File: src/hw/rtl/fat_chain_extent_builder_unit_assert.svh
// Assertion macros shared by the extent builder RTL.
// Every check is sampled on the rising edge of clock and is off while reset is high.
`ifndef FAT_CHAIN_EXTENT_BUILDER_UNIT_ASSERT_SVH
`define FAT_CHAIN_EXTENT_BUILDER_UNIT_ASSERT_SVH

`ifndef SYNTHESIS
`define FCEB_ASSERT(label, prop, msg) \
   label: assert property (@(posedge clock) disable iff (reset) prop) else $error(msg);
`define FCEB_NEVER(label, cond, msg) \
   label: assert property (@(posedge clock) disable iff (reset) !(cond)) else $error(msg);
`else
`define FCEB_ASSERT(label, prop, msg)
`define FCEB_NEVER(label, cond, msg)
`endif

`endif

File: src/hw/rtl/fceb_pkg.sv
`default_nettype none

package fceb_pkg;

   localparam int CLUSTER_W     = 28;
   localparam int SECTOR_W      = 32;
   localparam int LENGTH_W      = 40;
   localparam int SPC_W         = 8;
   localparam int FAT_TYPE_W    = 2;
   localparam int CSR_INDEX_W   = 2;
   localparam int CSR_DATA_W    = 32;

   localparam int QUEUE_DEPTH_DEFAULT = 2;

   // Register indexes on the configuration channel.
   localparam logic [CSR_INDEX_W-1:0] CSR_FAT_TYPE          = 2'd0;
   localparam logic [CSR_INDEX_W-1:0] CSR_CLUSTER_SECTORS   = 2'd1;
   localparam logic [CSR_INDEX_W-1:0] CSR_FIRST_DATA_SECTOR = 2'd2;

   localparam logic [FAT_TYPE_W-1:0]  FAT_TYPE_RESET = 2'd2;
   localparam logic [SPC_W-1:0]       SPC_RESET      = 8'd1;

   localparam logic [CLUSTER_W-1:0] CLUSTER_BASE = 28'd2;

   typedef enum logic [1:0] {
      FAT_12 = 2'd0,
      FAT_16 = 2'd1,
      FAT_32 = 2'd2
   } fat_kind_type;

   typedef enum logic [1:0] {
      CAUSE_NONE      = 2'd0,
      CAUSE_END_MARK  = 2'd1,
      CAUSE_BELOW_TWO = 2'd2,
      CAUSE_BAD       = 2'd3
   } cause_type;

   // One classified cluster, as the front hands it to the back.
   typedef struct packed {
      logic [SECTOR_W-1:0] sector;
      cause_type           cause;
      logic                new_chain;
   } item_type;

endpackage

`default_nettype wire

File: src/hw/rtl/fceb_intf.sv
`default_nettype none

interface fceb_req_if import fceb_pkg::*; ();
   logic                 valid;
   logic                 ready;
   logic [CLUSTER_W-1:0] cluster;
   logic                 new_chain;

   modport source (output valid, output cluster, output new_chain, input ready);
   modport sink   (input valid, input cluster, input new_chain, output ready);
endinterface

interface fceb_rsp_if import fceb_pkg::*; ();
   logic                valid;
   logic                ready;
   logic [SECTOR_W-1:0] extent_start;
   logic [LENGTH_W-1:0] extent_sectors;
   logic                extent_valid;
   logic                chain_end;
   cause_type           end_cause;

   modport source (output valid, output extent_start, output extent_sectors,
                   output extent_valid, output chain_end, output end_cause, input ready);
   modport sink   (input valid, input extent_start, input extent_sectors,
                   input extent_valid, input chain_end, input end_cause, output ready);
endinterface

interface fceb_csr_if import fceb_pkg::*; ();
   logic                   valid;
   logic                   ready;
   logic [CSR_INDEX_W-1:0] index;
   logic [CSR_DATA_W-1:0]  data;

   modport source (output valid, output index, output data, input ready);
   modport sink   (input valid, input index, input data, output ready);
endinterface

`default_nettype wire

File: src/hw/rtl/fceb_front.sv
`default_nettype none

module fceb_front import fceb_pkg::*; (
   fceb_req_if.sink              req_if,
   input  wire logic [FAT_TYPE_W-1:0] fat_type,
   input  wire logic [SPC_W-1:0]      cluster_sectors,
   input  wire logic [SECTOR_W-1:0]   first_data_sector,
   output      logic                  push_valid,
   input  wire logic                  push_ready,
   output      item_type              push_item
);

   logic                          is_end;
   logic                          is_bad;
   logic [CLUSTER_W-1:0]          offset;
   logic [CLUSTER_W+SPC_W-1:0]    product;
   cause_type                     cause;

   assign push_valid   = req_if.valid;
   assign req_if.ready = push_ready;

   // Marker thresholds per FAT flavor; an undefined type ends every chain.
   always_comb begin
      unique case (fat_kind_type'(fat_type))
         FAT_12: begin
            is_end = req_if.cluster >= 28'h0000FF8;
            is_bad = req_if.cluster == 28'h0000FF7;
         end
         FAT_16: begin
            is_end = req_if.cluster >= 28'h000FFF8;
            is_bad = req_if.cluster == 28'h000FFF7;
         end
         FAT_32: begin
            is_end = req_if.cluster >= 28'hFFFFFF8;
            is_bad = req_if.cluster == 28'hFFFFFF7;
         end
         default: begin
            is_end = 1'b1;
            is_bad = 1'b0;
         end
      endcase
   end

   always_comb begin
      if (is_end) begin
         cause = CAUSE_END_MARK;
      end else if (req_if.cluster < CLUSTER_BASE) begin
         cause = CAUSE_BELOW_TWO;
      end else if (is_bad) begin
         cause = CAUSE_BAD;
      end else begin
         cause = CAUSE_NONE;
      end
   end

   // The sector only matters when the cluster is at least two, so a wrapped offset below that does no harm.
   assign offset  = req_if.cluster - CLUSTER_BASE;
   assign product = {{SPC_W{1'b0}}, offset} * {{CLUSTER_W{1'b0}}, cluster_sectors};

   always_comb begin
      push_item.sector    = first_data_sector + product[SECTOR_W-1:0];
      push_item.cause     = cause;
      push_item.new_chain = req_if.new_chain;
   end

endmodule

`default_nettype wire

File: src/hw/rtl/fceb_queue.sv
`default_nettype none

module fceb_queue import fceb_pkg::*; #(
   parameter int DEPTH = QUEUE_DEPTH_DEFAULT
) (
   input  wire logic     clock,
   input  wire logic     reset,
   input  wire logic     push_valid,
   output      logic     push_ready,
   input  wire item_type push_item,
   output      logic     pop_valid,
   input  wire logic     pop_ready,
   output      item_type pop_item
);

   localparam int PTR_W = (DEPTH > 1) ? $clog2(DEPTH) : 1;
   localparam int CNT_W = $clog2(DEPTH + 1);
   localparam logic [PTR_W-1:0] LAST_PTR = PTR_W'(DEPTH - 1);
   localparam logic [CNT_W-1:0] FULL_CNT = CNT_W'(DEPTH);

   item_type          entries_ff [DEPTH];
   logic [PTR_W-1:0]  wr_ptr_ff, wr_ptr_in;
   logic [PTR_W-1:0]  rd_ptr_ff, rd_ptr_in;
   logic [CNT_W-1:0]  count_ff, count_in;
   logic              do_push;
   logic              do_pop;

   assign push_ready = count_ff != FULL_CNT;
   assign pop_valid  = count_ff != '0;
   assign pop_item   = entries_ff[rd_ptr_ff];
   assign do_push    = push_valid && push_ready;
   assign do_pop     = pop_valid && pop_ready;

   always_comb begin
      wr_ptr_in = wr_ptr_ff;
      rd_ptr_in = rd_ptr_ff;
      count_in  = count_ff;
      if (do_push) begin
         wr_ptr_in = (wr_ptr_ff == LAST_PTR) ? '0 : wr_ptr_ff + 1'b1;
      end
      if (do_pop) begin
         rd_ptr_in = (rd_ptr_ff == LAST_PTR) ? '0 : rd_ptr_ff + 1'b1;
      end
      if (do_push && !do_pop) begin
         count_in = count_ff + 1'b1;
      end else if (do_pop && !do_push) begin
         count_in = count_ff - 1'b1;
      end
   end

   always_ff @(posedge clock) begin
      if (reset) begin
         wr_ptr_ff <= '0;
         rd_ptr_ff <= '0;
         count_ff  <= '0;
      end else begin
         wr_ptr_ff <= wr_ptr_in;
         rd_ptr_ff <= rd_ptr_in;
         count_ff  <= count_in;
      end
   end

   always_ff @(posedge clock) begin
      if (do_push) begin
         entries_ff[wr_ptr_ff] <= push_item;
      end
   end

endmodule

`default_nettype wire

File: src/hw/rtl/fceb_back.sv
`default_nettype none

module fceb_back import fceb_pkg::*; (
   input  wire logic             clock,
   input  wire logic             reset,
   input  wire logic             pop_valid,
   output      logic             pop_ready,
   input  wire item_type         pop_item,
   input  wire logic [SPC_W-1:0] cluster_sectors,
   fceb_rsp_if.source            rsp_if
);

   logic [SECTOR_W-1:0] run_start_ff, run_start_in;
   logic [LENGTH_W-1:0] run_len_ff, run_len_in;
   logic                done_ff, done_in;

   logic                rsp_valid_ff, rsp_valid_in;
   logic [SECTOR_W-1:0] rsp_start_ff, rsp_start_in;
   logic [LENGTH_W-1:0] rsp_len_ff, rsp_len_in;
   logic                rsp_ext_ff, rsp_ext_in;
   logic                rsp_end_ff, rsp_end_in;
   cause_type           rsp_cause_ff, rsp_cause_in;

   logic [SECTOR_W-1:0] cur_start;
   logic [LENGTH_W-1:0] cur_len;
   logic                cur_done;
   logic [LENGTH_W:0]   run_next_sector;
   logic [LENGTH_W:0]   grown_len;
   logic                contiguous;
   logic                emit;
   logic                do_pop;

   assign pop_ready = !rsp_valid_ff || rsp_if.ready;
   assign do_pop    = pop_valid && pop_ready;

   // A new chain flag clears the run before the cluster is looked at.
   assign cur_start = pop_item.new_chain ? '0 : run_start_ff;
   assign cur_len   = pop_item.new_chain ? '0 : run_len_ff;
   assign cur_done  = pop_item.new_chain ? 1'b0 : done_ff;

   assign run_next_sector = {1'b0, (LENGTH_W)'(cur_start)} + {1'b0, cur_len};
   assign contiguous      = run_next_sector == (LENGTH_W + 1)'(pop_item.sector);
   assign grown_len       = {1'b0, cur_len} + (LENGTH_W + 1)'(cluster_sectors);

   always_comb begin
      run_start_in = run_start_ff;
      run_len_in   = run_len_ff;
      done_in      = done_ff;
      emit         = 1'b0;
      rsp_start_in = rsp_start_ff;
      rsp_len_in   = rsp_len_ff;
      rsp_ext_in   = rsp_ext_ff;
      rsp_end_in   = rsp_end_ff;
      rsp_cause_in = rsp_cause_ff;
      if (do_pop) begin
         run_start_in = cur_start;
         run_len_in   = cur_len;
         done_in      = cur_done;
         if (cur_done) begin
            // Idle between chains: the item is dropped.
         end else if (pop_item.cause != CAUSE_NONE) begin
            emit         = 1'b1;
            rsp_start_in = (cur_len != '0) ? cur_start : '0;
            rsp_len_in   = cur_len;
            rsp_ext_in   = cur_len != '0;
            rsp_end_in   = 1'b1;
            rsp_cause_in = pop_item.cause;
            run_start_in = '0;
            run_len_in   = '0;
            done_in      = 1'b1;
         end else if (contiguous) begin
            run_len_in = grown_len[LENGTH_W] ? '1 : grown_len[LENGTH_W-1:0];
         end else begin
            emit         = cur_len != '0;
            rsp_start_in = cur_start;
            rsp_len_in   = cur_len;
            rsp_ext_in   = 1'b1;
            rsp_end_in   = 1'b0;
            rsp_cause_in = CAUSE_NONE;
            run_start_in = pop_item.sector;
            run_len_in   = (LENGTH_W)'(cluster_sectors);
         end
      end
      if (emit) begin
         rsp_valid_in = 1'b1;
      end else if (rsp_if.ready) begin
         rsp_valid_in = 1'b0;
      end else begin
         rsp_valid_in = rsp_valid_ff;
      end
   end

   always_ff @(posedge clock) begin
      if (reset) begin
         run_start_ff <= '0;
         run_len_ff   <= '0;
         done_ff      <= 1'b1;
         rsp_valid_ff <= 1'b0;
      end else begin
         run_start_ff <= run_start_in;
         run_len_ff   <= run_len_in;
         done_ff      <= done_in;
         rsp_valid_ff <= rsp_valid_in;
      end
   end

   always_ff @(posedge clock) begin
      rsp_start_ff <= rsp_start_in;
      rsp_len_ff   <= rsp_len_in;
      rsp_ext_ff   <= rsp_ext_in;
      rsp_end_ff   <= rsp_end_in;
      rsp_cause_ff <= rsp_cause_in;
   end

   assign rsp_if.valid          = rsp_valid_ff;
   assign rsp_if.extent_start   = rsp_start_ff;
   assign rsp_if.extent_sectors = rsp_len_ff;
   assign rsp_if.extent_valid   = rsp_ext_ff;
   assign rsp_if.chain_end      = rsp_end_ff;
   assign rsp_if.end_cause      = rsp_cause_ff;

endmodule

`default_nettype wire

File: src/hw/rtl/fat_chain_extent_builder_unit.sv
// FAT chain to extent builder. Feed the clusters of one chain in order, flagging the
// first with new_chain; each cluster maps to sector first_data_sector + (cluster - 2)
// times the sectors per cluster setting, adjacent clusters merge into one run, and every
// break in the sector sequence produces one extent transfer on the response channel. An
// end marker, a cluster below two or a bad marker closes the chain with a final transfer
// that has chain_end set and carries the pending extent, or no extent if none is pending;
// later clusters are dropped until the next new_chain. The block takes one cluster per
// clock while the queue has room: the front stage classifies the cluster and forms its
// sector (one 28 x 8 multiply and a 32-bit add) and writes it into a short queue, and the
// back stage folds one queued cluster per clock, while the response is not stalled, into
// the run with a 41-bit add and compare. A result passes the queue entry and then the
// response register before it transfers. A stalled response holds the back stage, the
// queue (two entries by default) then fills and the request side stalls until the
// response moves. The configuration registers are always ready and must be written only
// while no cluster is in flight.
`default_nettype none
`include "fat_chain_extent_builder_unit_assert.svh"

module fat_chain_extent_builder_unit import fceb_pkg::*; #(
   parameter int QUEUE_DEPTH = QUEUE_DEPTH_DEFAULT
) (
   input wire logic  clock,
   input wire logic  reset,
   fceb_req_if.sink  req_if,
   fceb_rsp_if.source rsp_if,
   fceb_csr_if.sink  csr_if
);

   logic [FAT_TYPE_W-1:0] fat_type_ff;
   logic [SPC_W-1:0]      spc_ff;
   logic [SECTOR_W-1:0]   fds_ff;

   logic     push_valid;
   logic     push_ready;
   item_type push_item;
   logic     pop_valid;
   logic     pop_ready;
   item_type pop_item;

   // Configuration writes are registered directly, so the channel never stalls.
   assign csr_if.ready = 1'b1;

   always_ff @(posedge clock) begin
      if (reset) begin
         fat_type_ff <= FAT_TYPE_RESET;
         spc_ff      <= SPC_RESET;
         fds_ff      <= '0;
      end else if (csr_if.valid) begin
         case (csr_if.index)
            CSR_FAT_TYPE:          fat_type_ff <= csr_if.data[FAT_TYPE_W-1:0];
            CSR_CLUSTER_SECTORS:   spc_ff      <= csr_if.data[SPC_W-1:0];
            CSR_FIRST_DATA_SECTOR: fds_ff      <= csr_if.data[SECTOR_W-1:0];
            default: begin
               // Writes to an unmapped index are dropped.
            end
         endcase
      end
   end

   // The front classifies each accepted cluster and computes its sector.
   fceb_front u_front (
      .req_if            (req_if),
      .fat_type          (fat_type_ff),
      .cluster_sectors   (spc_ff),
      .first_data_sector (fds_ff),
      .push_valid        (push_valid),
      .push_ready        (push_ready),
      .push_item         (push_item)
   );

   // The queue lets the request side keep moving while a result waits on the response side.
   fceb_queue #(
      .DEPTH (QUEUE_DEPTH)
   ) u_queue (
      .clock      (clock),
      .reset      (reset),
      .push_valid (push_valid),
      .push_ready (push_ready),
      .push_item  (push_item),
      .pop_valid  (pop_valid),
      .pop_ready  (pop_ready),
      .pop_item   (pop_item)
   );

   // The back owns the pending run and the response register.
   fceb_back u_back (
      .clock           (clock),
      .reset           (reset),
      .pop_valid       (pop_valid),
      .pop_ready       (pop_ready),
      .pop_item        (pop_item),
      .cluster_sectors (spc_ff),
      .rsp_if          (rsp_if)
   );

   // A result without chain_end is always a real extent.
   `FCEB_ASSERT(a_mid_chain_has_extent, rsp_if.valid && !rsp_if.chain_end |-> rsp_if.extent_valid, "mid-chain result without extent")
   // An end cause is reported exactly on the closing transfer.
   `FCEB_NEVER(a_cause_matches_end, rsp_if.valid && (rsp_if.chain_end != (rsp_if.end_cause != CAUSE_NONE)), "end cause and chain end disagree")
   // A carried extent always covers at least one sector.
   `FCEB_NEVER(a_extent_not_empty, rsp_if.valid && rsp_if.extent_valid && (rsp_if.extent_sectors == '0), "extent with zero length")
   // A cluster that enters a full queue would be lost.
   `FCEB_NEVER(a_no_push_when_full, req_if.valid && req_if.ready && !push_ready, "request accepted while queue is full")

endmodule

`default_nettype wire

File: src/flat_wrapper.sv
// flat-port wrapper written by rule: the top's interface ports become plain ports
module fat_chain_extent_builder_unit_flat import fceb_pkg::*;
#(
   parameter int QUEUE_DEPTH = QUEUE_DEPTH_DEFAULT
)
  (clock, reset, req_if_valid, req_if_cluster, req_if_new_chain, req_if_ready, rsp_if_valid, rsp_if_extent_start, rsp_if_extent_sectors, rsp_if_extent_valid, rsp_if_chain_end, rsp_if_end_cause, rsp_if_ready, csr_if_valid, csr_if_index, csr_if_data, csr_if_ready);
  fceb_req_if req_if_i ();
  fceb_rsp_if rsp_if_i ();
  fceb_csr_if csr_if_i ();
  input wire logic clock;
  input wire logic reset;
  input wire logic [$bits(req_if_i.valid)-1:0] req_if_valid;
  input wire logic [$bits(req_if_i.cluster)-1:0] req_if_cluster;
  input wire logic [$bits(req_if_i.new_chain)-1:0] req_if_new_chain;
  output wire logic [$bits(req_if_i.ready)-1:0] req_if_ready;
  output wire logic [$bits(rsp_if_i.valid)-1:0] rsp_if_valid;
  output wire logic [$bits(rsp_if_i.extent_start)-1:0] rsp_if_extent_start;
  output wire logic [$bits(rsp_if_i.extent_sectors)-1:0] rsp_if_extent_sectors;
  output wire logic [$bits(rsp_if_i.extent_valid)-1:0] rsp_if_extent_valid;
  output wire logic [$bits(rsp_if_i.chain_end)-1:0] rsp_if_chain_end;
  output wire logic [$bits(rsp_if_i.end_cause)-1:0] rsp_if_end_cause;
  input wire logic [$bits(rsp_if_i.ready)-1:0] rsp_if_ready;
  input wire logic [$bits(csr_if_i.valid)-1:0] csr_if_valid;
  input wire logic [$bits(csr_if_i.index)-1:0] csr_if_index;
  input wire logic [$bits(csr_if_i.data)-1:0] csr_if_data;
  output wire logic [$bits(csr_if_i.ready)-1:0] csr_if_ready;
  assign req_if_i.valid = req_if_valid;
  assign req_if_i.cluster = req_if_cluster;
  assign req_if_i.new_chain = req_if_new_chain;
  assign req_if_ready = req_if_i.ready;
  assign rsp_if_valid = rsp_if_i.valid;
  assign rsp_if_extent_start = rsp_if_i.extent_start;
  assign rsp_if_extent_sectors = rsp_if_i.extent_sectors;
  assign rsp_if_extent_valid = rsp_if_i.extent_valid;
  assign rsp_if_chain_end = rsp_if_i.chain_end;
  assign rsp_if_end_cause = rsp_if_i.end_cause;
  assign rsp_if_i.ready = rsp_if_ready;
  assign csr_if_i.valid = csr_if_valid;
  assign csr_if_i.index = csr_if_index;
  assign csr_if_i.data = csr_if_data;
  assign csr_if_ready = csr_if_i.ready;
  fat_chain_extent_builder_unit #(.QUEUE_DEPTH(QUEUE_DEPTH)) u_core (.clock(clock), .reset(reset), .req_if(req_if_i), .rsp_if(rsp_if_i), .csr_if(csr_if_i));
endmodule
File: config.mk
export PLATFORM = sky130hd
export DESIGN_NAME = fat_chain_extent_builder_unit_flat
export DESIGN_NICKNAME = d
export VERILOG_FILES = /design/src/hw/rtl/fceb_pkg.sv /design/src/hw/rtl/fceb_intf.sv /design/src/hw/rtl/fceb_front.sv /design/src/hw/rtl/fceb_queue.sv /design/src/hw/rtl/fceb_back.sv /design/src/hw/rtl/fat_chain_extent_builder_unit.sv /design/src/flat_wrapper.sv
export VERILOG_INCLUDE_DIRS = /design/src /design/src/hw/rtl
export SDC_FILE = /design/constraint.sdc
export NUM_CORES = 1
export LEC_CHECK = 0
export ABC_AREA = 1
export BUFFER_PORTS_ARGS = -buffer_cell sky130_fd_sc_hd__buf_2
export CAP_MARGIN = 10
export CORE_ASPECT_RATIO = 1.4
export CORE_MARGIN = 5
export CORE_UTILIZATION = 50
export CTS_BUF_LIST = sky130_fd_sc_hd__clkbuf_4
export CTS_CLUSTER_SIZE = 20
export DETAILED_ROUTE_END_ITERATION = 8
export PLACE_DENSITY = 0.7
export SLEW_MARGIN = 25
export SYNTH_ARGS = -nofsm -noshare
export SYNTH_HDL_FRONTEND = slang
export SYNTH_HIERARCHICAL = 1
export SYNTH_SLANG_ARGS = --single-unit
export TNS_END_PERCENT = 5
File: constraint.sdc
create_clock -name clock -period 8.14 [get_ports clock]
set_input_delay 0 -clock clock [delete_from_list [all_inputs] [get_ports clock]]
set_output_delay 0 -clock clock [all_outputs]
set_load 0.02 [all_outputs]
==> results.cfg <==
[worst_setup_path]
cp-start-kind = flop
path_common_cell = nand2_1
cp_max_fo = 64
crit_arrival_ns = 7.23
cpPeakStageDelay_ns = 0.90
cp_slowest_cell = o21ai_0
cp-end-kind = flop
required_ns = 8.87
worst-setup-path-type = flop to flop
path_cells = buf_4 -> mux2_4 -> inv_2 -> nand2_1 -> inv_1 -> ha_1 -> fa_1 -> nand3_1 -> nand2_1 -> a31oi_1 -> o21ai_0 -> nand2_1 -> nor2_1 -> nand2_1 -> nor2_1 -> nand2_1 -> nor2_1 -> nand4_1 -> o2bb2ai_1 -> nand2_1 -> a21oi_1

[drt]
routed_wl_um = 77700
vias = 23477
ant_nets = 0
wire_per_inst_um = 17.4
drc = 0
drt_iter0_markers = 1784
first_pass_iters = 8
viasPerCell = 5.27

[synth]
synth_area_mm2 = 0.0246
synth_async_sr_flop_share = 0
syn_area_per_cell_um2 = 7.04
synth_fp_nets = 3817
synth_flop_cell = edfxtp_1
synth.distinct_cells = 55
synthCells = 3498
ys_ff_latch = 267
ys_seq_area_frac = 0.276
synth_warnings = 6
synth_edf_count = 146

[layout]
fin_nets = 4080
multiInputGateArea_mm2 = 0.0146
fin_area_mm2 = 0.0280
area_delta_synth_final_pct = 13.6
drive_gt1_frac = 0.103
fillers = 4789
regArea_mm2 = 0.00681
final_util = 0.572

[clock_tree]
cts_buffers = 73
clkLatencyLatePin_ns = 0.82
clk_pin_slew_ns = 0.07
postCtsResizedCells = 0
htreeDepth = 3
cts_tree = done
root_buffer = clkbuf_4
clock_path_buffers = 3
cts.sinks = 267

[power_and_ir_drop]
combPwrFrac = 0.519
powerDensity_mw_per_mm2 = 254
swShare = 0.458
seqPwrFrac = 0.300
p_switching_w = 0.00326
vdd_ir_drop_max_mv = 0.234
p_total_w = 0.00712
internal_power_w = 0.00386
clockPowerShare = 0.182
power_leakage_nw = 14.3

[timing]
finalHoldViolCount = 0
rsz0062_at_grt = false
tightest_slew_ns = 1.15
fin_skew_ns = 0.0454
relSlewSlack = 0.227
maxSlewViolCount = 0
clock.fmax_ghz = 0.154
fin_crit_sh = 0.798
setup_viol = 0
post-route-min-period_ns = 6.50
tns_ns = 0

[flow_run]
max_cap_viol_count = 0

[place]
dp_hpwl_um = 60200
dpl_cell_area_mm2 = 0.0259
place.gp.congestion = 1.02
io_buffers = 145

[die]
die_h_um = 273
initial_utilization = 0.504
die_x_um = 198
core_area_mm2 = 0.0489
ios = 147
dieArea_mm2 = 0.0539
rows = 96

[outcome]
status = completed

[global_routing]
grt.overflow.total = 0
grt_pass1_vias = 23845
antenna_found_initial = 2
track_usage = 0.290
grt_max_degree = 77
grt_pass1_wl_um = 123000

[hold_path]
hp-class = input pin to flop
## timing repair
item,in CTS,in global routing
endpoints found under the hold margin,157,0
buffers inserted,0,0
hold buffers,112,0
## per-stage QoR
step | cells | hold slack, ns | worst slack (ns)
floorplan | 3498 | 0.135 | 0.0283
CTS | 4454 | 0.00672 | 1.76
finish | 4455 | 0.0880 | 1.64
global route | 4455 | 0.120 | 1.31
global placement | 4211 | 0.224 | 1.79
detailed placement | 4211 | 0.229 | 1.79
## cells in the final DEF, fill, tap and decap left out, types with 3 or more instances in the layout
master / n
o21ai_1: 3
o211ai_1: 5
nand3_4: 3
a21oi_1: 185
dlygate4sd3_1: 112
buf_4: 26
xor2_1: 57
bufinv_16: 3
dfxtp_1: 120
nor4_1: 13
inv_1: 694
nor2_1: 415
nand3b_1: 5
clkinv_2: 6
or2_2: 11
buf_2: 145
nand3_1: 222
inv_2: 26
nor2_4: 11
ha_1: 69
a31oi_1: 8
nor3_1: 39
nand4_1: 40
nor2_2: 7
mux2_4: 30
o21bai_1: 3
nand2_1: 949
a21o_1: 6
edfxtp_1: 146
clkinv_1: 25
nand2_2: 4
fa_1: 182
mux2_2: 5
xnor2_1: 19
o31ai_1: 4
clkbuf_4: 101
o21ai_0: 90
## cells by family (layout without fill, tap and decap cells)
family	after synthesis	in the layout	share of synthesized area
muxes	35	35	0.0206
DFF	267	267	0.276
other	1	2	0.000152
buffers and inverters	825	1144	0.132
AOI/OAI and AO/OA	315	315	0.0678
and+or+nand+nor	1725	1725	0.291
adders and majority gates	251	251	0.183
xor gates and xnor gates	79	79	0.0293
## worst max-delay path: cells and delay by family, from the launching register on
| kind | cells | cell delay [ns] |
|---|---|---|
| AOI/OAI and AO/OA | 4 | 1.38 |
| adders and majority gates | 2 | 0.63 |
| buffers and inverters | 3 | 1.52 |
| DFF | 1 | 0.31 |
| muxes | 1 | 0.49 |
| and+or+nand+nor | 11 | 2.06 |
## cell type report
cell class,instances,share of cell area
antenna,1,0.0000894
multi-input combinational,2406,0.522
tap,637,0.0285
timing repair buffer,284,0.0737
clock buffer,101,0.0271
inverter,729,0.0979
clock inverter,30,0.00769
sequential,267,0.243
## synthesized netlist by cell type (2+ instances only)
cell	number	share of area
nand2_1	949	0.14
inv_1	694	0.11
nor2_1	419	0.064
nand3_1	222	0.045
a21oi_1	185	0.038
fa_1	182	0.15
edfxtp_1	146	0.18
dfxtp_1	121	0.098
o21ai_0	90	0.018
ha_1	69	0.035
xor2_1	57	0.020
clkbuf_1	56	0.0085
nand4_1	40	0.010
nor3_1	39	0.0079
mux2_4	30	0.018
inv_2	26	0.0040
buf_2	20	0.0041
xnor2_1	19	0.0068
nor4_1	13	0.0033
or2_2	11	0.0028
a31oi_1	9	0.0023
buf_6	8	0.0037
nor2_4	8	0.0037
clkinv_1	7	0.0011
a21o_1	6	0.0018
buf_4	6	0.0018
nor2_2	6	0.0015
mux2_2	5	0.0023
nand3b_1	5	0.0015
o211ai_1	5	0.0015
nand2_2	4	0.0010
o31ai_1	4	0.0012
buf_1	3	0.00046
buf_12	3	0.0024
nand3_4	3	0.0021
o21ai_1	3	0.00061
o21bai_1	3	0.00091
nand2_4	2	0.00091
nor3_4	2	0.0013
o21a_1	2	0.00061
xor2_2	2	0.0013
## sequential cells by signal, summed over array words and instances, names as in the netlist, 2 cells and up, named ones only
| name | count |
|---|---|
| u_core/u_queue/entries_ff | 70 |
| u_core/u_back/rsp_if.extent_sectors | 40 |
| u_core/u_back/rsp_if.extent_start | 32 |
| u_core/u_queue/count_ff | 2 |
| u_core/u_back/run_start_ff | 32 |
| u_core/fds_ff | 32 |
| u_core/spc_ff | 8 |
| u_core/u_back/run_len_ff | 40 |
| u_core/u_back/rsp_if.end_cause | 2 |
| u_core/fat_type_ff | 2 |
## final timing paths
check                                     from                               end  slack, ns  depth (start not counted)
setup / recovery                          flop      u_core/u_back/run_len_ff[28]       1.64                         21
hold / removal              req_if_cluster[26]  u_core/u_queue/entries_ff[1][34]       0.09                          8
setup reg to reg                          flop      u_core/u_back/run_len_ff[28]       1.64                         21
hold reg to reg   u_core/u_back/run_len_ff[26]      u_core/u_back/run_len_ff[26]       0.47                          2
## metal layers
metal  vias to the layer above  wire length, um  GRT usage
li1                      11325                -          -
met4                         2             6050      0.202
met5                         -                7          0
met1                     10847            27900      0.313
met2                       983            39400      0.522
met3                       320             4390     0.0337
## power by group through the flow
| stage | clock (W) | sequential, W | combinational, W |
|---|---|---|---|
| floorplan | 0 | 0.00233 | 0.00248 |
| global placement | 0 | 0.00215 | 0.00359 |
| detailed placement | 0 | 0.00216 | 0.00361 |
| CTS | 0.00134 | 0.00213 | 0.00366 |
| global route | 0.00141 | 0.00217 | 0.00410 |
| finish | 0.00129 | 0.00213 | 0.00369 |
(Power assumes the default switching activity.)
